[config.mk]
export PLATFORM = sky130hd
export DESIGN_NAME = csa_ram
export DESIGN_NICKNAME = d
export VERILOG_FILES = /design/src/sv/csa_ram.sv
export SDC_FILE = /design/constraint.sdc
export NUM_CORES = 1
export LEC_CHECK = 0
export BUFFER_PORTS_ARGS = -buffer_cell sky130_fd_sc_hd__buf_2
export CAP_MARGIN = 40
export CORE_ASPECT_RATIO = 1.2
export CORE_MARGIN = 1
export CORE_UTILIZATION = 40
export CTS_CLUSTER_DIAMETER = 30
export DETAILED_ROUTE_END_ITERATION = 16
export PLACE_DENSITY = 0.65
export SYNTH_ARGS = -nofsm -noshare
export SYNTH_HDL_FRONTEND = slang
export SYNTH_SLANG_ARGS = --single-unit
[constraint.sdc]
create_clock -name clk -period 3.1 [get_ports clk]
set_input_delay 0.62 -clock clk [delete_from_list [all_inputs] [get_ports clk]]
set_output_delay 0.62 -clock clk [all_outputs]
set_load 0.01 [all_outputs]
[src/sv/csa_ram.sv]
module csa_ram #(
  parameter int WIDTH = 8,
  parameter int DEPTH = 128,
  parameter int AW    = (DEPTH > 1) ? $clog2(DEPTH) : 1
) (
  input  logic             clk,
  input  logic             wr_en,
  input  logic [AW-1:0]    wr_addr,
  input  logic [WIDTH-1:0] wr_data,
  input  logic [AW-1:0]    rd_addr,
  output logic [WIDTH-1:0] rd_data
);

  logic [WIDTH-1:0] mem_r [DEPTH];
  logic [WIDTH-1:0] rd_data_r;

  always_ff @(posedge clk) begin
    if (wr_en) begin
      mem_r[wr_addr] <= wr_data;
    end
    rd_data_r <= mem_r[rd_addr];
  end

  assign rd_data = rd_data_r;

endmodule

Word-level counts from Yosys, hierarchy flattened
Memory sizes are Yosys's and may differ from the RTL's. A register that Yosys moved wholly into a read port is not among the register bits.
Cells that the tools add are included.
- input port bits: 24
- output and inout port bits: 8
- memories kept: 1
- memory bits (writable): 1024
- logic and storage cells: 3
- flip-flop bits (word level): 0
- mux-type cells: 2
- memory list (memory ; words ; width ; rd ports ; clocked after memory_dff ; wr ports ; RTL line ; source):
    mem_r ; 128 ; 8 ; 1 ; 1 ; 1 ; 14 ; logic [WIDTH-1:0] mem_r [DEPTH];
- operator list (kind ; number):
    $mux W1 ; 2

Longest topological paths before layout
Gate-level depths: netlist (run 1).
- depth in word-level cells: 2
- mapped depth: 7
- gate-level depth less buffers: 4

Worst setup path before layout (run 1)
No wires, ideal clock.
- path kind: input-to-reg
- start: input port rd_addr[0]
- end: register rd_data_r[0], in the netlist rd_data[0] (read register of mem_r)
- library setup time: 0.121 ns
- path slack: -0.024 ns
- arrival: 3.003 ns
- data required time: 2.979 ns
- path buffers: 2
- cell stages on the path: 6
- path through: clkbuf_1 -> buf_1 -> mux4_2 -> mux4_2 -> mux4_2 -> mux2_2
- RTL lines (what ; RTL line ; source):
    from (decl) ; 10 ; input logic [AW-1:0] rd_addr,
    to (decl) ; 15 ; logic [WIDTH-1:0] rd_data_r;

==> results of run 1 <==
## cell families (layout without fill, tap and decap cells)
| logic type | after synthesis | after routing | synth area share (%) |
|---|---|---|---|
| simple gates | 170 | 170 | 1.76 |
| other cells | 0 | 2 | 0 |
| buf+inv | 89 | 524 | 1.01 |
| flops | 1032 | 1032 | 77.9 |
| mux | 344 | 344 | 19.3 |
## cells in the final DEF, fill, tap and decap left out
cell,count
buf_8,2
inv_8,3
clkinvlp_4,13
clkinv_2,21
nand2_1,14
bufinv_16,20
nor2b_1,7
mux4_2,336
nand3_1,12
nor3_1,9
mux2_2,8
buf_4,188
clkinv_1,12
edfxtp_1,1024
inv_16,2
nand4_1,3
diode_2,2
dfxtp_1,8
clkbuf_1,11
clkinv_16,1
clkbuf_16,155
inv_6,15
or3_1,1
buf_2,20
clkbuf_8,1
clkinv_4,15
nor2_1,122
nand2b_1,2
buf_12,39
clkinv_8,6
## registers in the layout, summed over array words and instances, names as in the netlist
| name | cells |
|---|---|
| mem_r | 1024 |
| rd_data | 8 |
## per-stage QoR
stage	utilization [%]	hold slack [ns]	cell area (um2)
floorplan	-	0.719	39700
global placement	43.9	0.951	43200
detailed placement	43.9	0.973	43200
CTS	49.2	0.203	48400
global route	49.2	0.234	48400
finish	49.2	0.244	48400
## power by group
| part | internal, uW | total (uW) | switching (uW) |
|---|---|---|---|
| logic | 681 | 1550 | 865 |
| clock network | 11000 | 17300 | 6360 |
| registers | 15400 | 15500 | 31.7 |
| total | 27100 | 34300 | 7260 |
## final cells by class
class                           instances  share of cell area, %
Antenna cell                            2                 0.0103
Timing Repair Buffer                  249                   4.79
Sequential cell                      1032                   63.8
Tap cell                             1280                   3.31
Clock inverter                        108                   2.71
Multi-Input combinational cell        514                   17.2
Clock buffer                          167                   8.12
## critical path, stage by stage
cell	delay, ns
buf_8	0.16
buf_12	0.25
buf_12	0.19
buf_12	0.12
mux4_2	0.49
mux4_2	0.56
mux4_2	0.58
mux2_2	0.30
## per-layer routing
layer	wire length [um]	global-route usage [%]
met3	5960	3.93
met2	48100	31.9
met4	2210	5.76
met1	35800	24.7
met5	34	0
## worst paths after layout
path	start	end	slack, ns	cells after the start
worst max register to register	mem_r[69][6]	rd_data[6]	0.65	4
worst min register to register	mem_r[60][6]	rd_data[6]	1.13	4
worst max-delay path	rd_addr[0]	rd_data[5]	0.40	8
worst min-delay path	wr_data[1]	mem_r[45][1]	0.24	1
==> impl_metrics.toml, run 1 <==
[run_status]
status = "complete, no violations"

[logic_synthesis]
ys_seq_area_share_pct = 77.9
synth_flop_cell = "edfxtp_1"
ys_ff_latch = 1032
ys_warn_count = 0
syn_area_um2 = 39700
synthTopCellsByCount = "edfxtp_1, mux4_2, nor2_1"
async_reset_ff_share_pct = 0
synthTopCellsByArea = "edfxtp_1, mux4_2, nor2_1"
syn_nets = 1659
synth_edf_count = 1024
syn_area_per_cell_um2 = 24.3
synth_cell_type_count = 17
syn_inst = 1635
synth_top_area_share_pct = 77.5
synth_top_area_cell = "edfxtp_1"
post-synth-top-count-cell = "edfxtp_1"

[global_route]
grt-ovfl-total = 0
grt_max_degree = 77
grt_use_total_pct = 19.0
grt_pass1_wl_um = 136000
grt_pass1_vias = 19600
antenna_found_initial = 6

[cts]
clock_insertion_delay_worst_skew_ns = 0.74
clk_pin_slew_ns = 0.05
clock-sinks = 1032
clockBufferDepth = 3
cts_hold_buf = 0
cts_tree = "yes"
cts-root-buf = "clkbuf_16"
cts_buffers = 153
h-tree-depth = 4
post-cts-setup-buffers = 0
ctsResizeCount = 0

[finish]
final_cells = 3352
fillers = 7741
area_growth_pct = 22.1
drive_gt1_share_pct = 40.8
multi_input_area_um2 = 8350
regArea_um2 = 30900
nets = 1974

[power_and_ir_drop]
totalPowerFinal_uw = 34300
irDropWorstVdd_v = 0.000551
pwr_density_cell_nw_per_um2 = 709
leakagePower_uw = 0.0155

[critical_path]
cp_max_fo = 14
start_kind = "input port"
critPathArrivalTime_ns = 3.31
cp-end-kind = "flop"
path_class = "input port to flop"
cp.required_ns = 3.71

[route]
first_pass_iters = 6
postRouteAntennaNets = 0
via_count = 18600
routedWlPerCell_um = 27.5
wirelength_um = 92100
first_iter_violations = 1887
vias_per_cell = 5.54
route.detailed.drc = 0

[run]
drv_cap = 0

[placement]
place_inst = 3075
place_ws_ns = -0.381
portBuffers = 31
gp_congestion = 0.809
place_hpwl_um = 58700

[die]
rows = 126
core_um2 = 98400
dieArea_um2 = 100000
die_w_um = 289
die_y_um = 347
initial_core_util_pct = 40.3
boundaryPins = 32

[sta]
finalCritPeriodShare_pct = 87.0
finalWorstSetupSlack_ns = 0.402
fmax_mhz = 371
slew_viol_final = 0
setup_viol = 0
relSlewSlack_pct = 41.2
rsz0062_at_grt = "false"
skew_ns = 0.0179
tns_ns = 0
hold_viol = 0
worstMarginPinSlew_ns = 0.878
finalCriticalPeriod_ns = 2.70

[min_path]
hp-class = "input port to flop"
Note: power is estimated with default switching activity, not from simulation.
==> inputs of run 2 (changes only) <==
ABC_AREA = 1   (was not set)
==> run 2 against run 1 <==
  * Worst hold slack got worse by 0.0046 ns
  * Total power is 1.5% lower
  * Die area increased by 6.1%
  * Critical path type unchanged
  * Largest power group unchanged
  * Highest routed layer unchanged
==> impl_metrics.toml, run 2 <==
[cts]
clock_insertion_delay_worst_skew_ns = 0.74
cts-root-buf = "clkbuf_16"
cts_hold_buf = 0
cts_buffers = 146
clk_pin_slew_ns = 0.05
ctsResizeCount = 0
clockBufferDepth = 3
post-cts-setup-buffers = 0
h-tree-depth = 4
clock-sinks = 1032
cts_tree = "yes"

[power_and_ir_drop]
leakagePower_uw = 0.0179
irDropWorstVdd_v = 0.000586
pwr_density_cell_nw_per_um2 = 682

[critical_path]
cp_max_fo = 8
r2r_slack_ns = 1.47
critPathArrivalTime_ns = 2.57
path_class = "input port to flop"
start_kind = "input port"
reg2reg_depth = 10
cp-end-kind = "flop"
reg2reg_to = "rd_data[7]"
r2r_start = "mem_r[113][7]"
cp.required_ns = 3.54

[sta]
slew_viol_final = 0
timing.hold.ws_ns = 0.239
fmax_mhz = 469
relSlewSlack_pct = 43.3
hold_viol = 0
finalCriticalPeriod_ns = 2.13
skew_ns = 0.0269
worstMarginPinSlew_ns = 0.850
setup_viol = 0
finalCritPeriodShare_pct = 68.7
tns_ns = 0
rsz0062_at_grt = "false"

[route]
via_count = 27900
routedWlPerCell_um = 21.5
postRouteAntennaNets = 0
wirelength_um = 113000
first_pass_iters = 5
vias_per_cell = 5.33
first_iter_violations = 2758
route.detailed.drc = 0

[logic_synthesis]
syn_area_per_cell_um2 = 11.8
synth_edf_count = 1024
post-synth-top-count-cell = "nand2_1"
ys_seq_area_share_pct = 73.4
syn_inst = 3575
ys_warn_count = 0
synthTopCellsByCount = "nand2_1, edfxtp_1, nand3_1"
ys_ff_latch = 1032
syn_nets = 3599
synth_cell_type_count = 14
synthTopCellsByArea = "edfxtp_1, nand3_1, nand2_1"
async_reset_ff_share_pct = 0
synth_flop_cell = "edfxtp_1"
syn_area_um2 = 42100
synth_top_area_cell = "edfxtp_1"
synth_top_area_share_pct = 73.0

[finish]
area_growth_pct = 17.9
final_cell_mix = "nand2_1, edfxtp_1, nand3_1"
top_register = "mem_r"
largest_reg_flops = 1024
drive_gt1_share_pct = 12.3
nets = 3756
final_common_cell = "nand2_1"
stdcell_area_um2 = 49600
final_util_pct = 47.4

[placement]
portBuffers = 31
dpl_cell_area_um2 = 44800
gp_congestion = 0.842
place_hpwl_um = 66400

[die]
rows = 130
die_w_um = 298
boundaryPins = 32
initial_core_util_pct = 40.3
core_um2 = 105000
dieArea_um2 = 107000
die_y_um = 357

[run]
drv_cap = 0

[min_path]
min_to = "rd_data[4]"
hold_path_depth = 3
hp-class = "input port to flop"
hold_start = "rd_addr[6]"

[global_route]
grt_pass1_wl_um = 170000
grt_max_degree = 129
grt-ovfl-total = 0
grt_use_total_pct = 21.2
grt_pass1_vias = 27600
antenna_found_initial = 6

[run_status]
status = "complete, no violations"
==> run 2: logic make-up (layout without fill, tap and decap cells) <==
group                  count (synthesis)  in the layout  synth area share, %
and+or+nand+nor                     2288           2288                 23.2
DFF                                 1032           1032                 73.4
other                                  0              4                    0
buffers and inverters                255            524                 3.40
==> run 2: metal layers <==
layer	wire length [um]	vias to the layer above	track usage, %
li1	-	12900	-
met1	44700	13600	27.2
met2	55000	1108	35.4
met3	8280	226	3.53
met4	4580	4	9.46
met5	22	-	0
==> run 2: worst max path at each step <==
stage	from	end	slack [ns]	cells past startpoint
final	wr_addr[6]	mem_r[46][5]	0.97	5
after floorplan	wr_en	mem_r[105][0]	1.12	4
after global routing	rd_data[1]	rd_data[1]	0.99	1
after CTS	rd_data[1]	rd_data[1]	1.0	1
after detailed placement	wr_addr[6]	mem_r[46][5]	0.27	5
after global placement	wr_addr[6]	mem_r[46][5]	0.27	5
==> run 2: per-stage QoR <==
stage | power [uW] | std cells | worst slack, ns
2_1_floorplan | 16700 | 3575 | 1.12
3_3_place_gp | 17600 | 4969 | 0.268
3_5_place_dp | 17600 | 4970 | 0.268
4_1_cts | 34000 | 5230 | 0.997
5_1_grt | 34700 | 5230 | 0.991
6_report | 33800 | 5234 | 0.969
==> run 2: final cells by class <==
class | count | area (um2)
inverters | 24 | 116
fillers | 9104 | 55000
diodes | 4 | 10.0
clock inverters | 94 | 1090
repair buffers | 240 | 2230
well taps | 1386 | 1730
clock buffers | 166 | 3770
flip-flops and latches | 1032 | 30900
multi-input cells | 2288 | 9760
==> run 2: critical path, cell delays in order <==
cell and delay [ns]:
buf_2 0.15, nor2_1 0.30, nand2_1 0.43, nor2_1 0.79
buf_4 0.28
==> run 2: power breakdown <==
part	switching [uW]	internal [uW]	leakage [uW]	total (uW)
clock	6180	10300	0.00234	16500
combinational	1390	494	0.00629	1880
sequential	25.8	15400	0.00927	15400
total	7600	26200	0.0179	33800
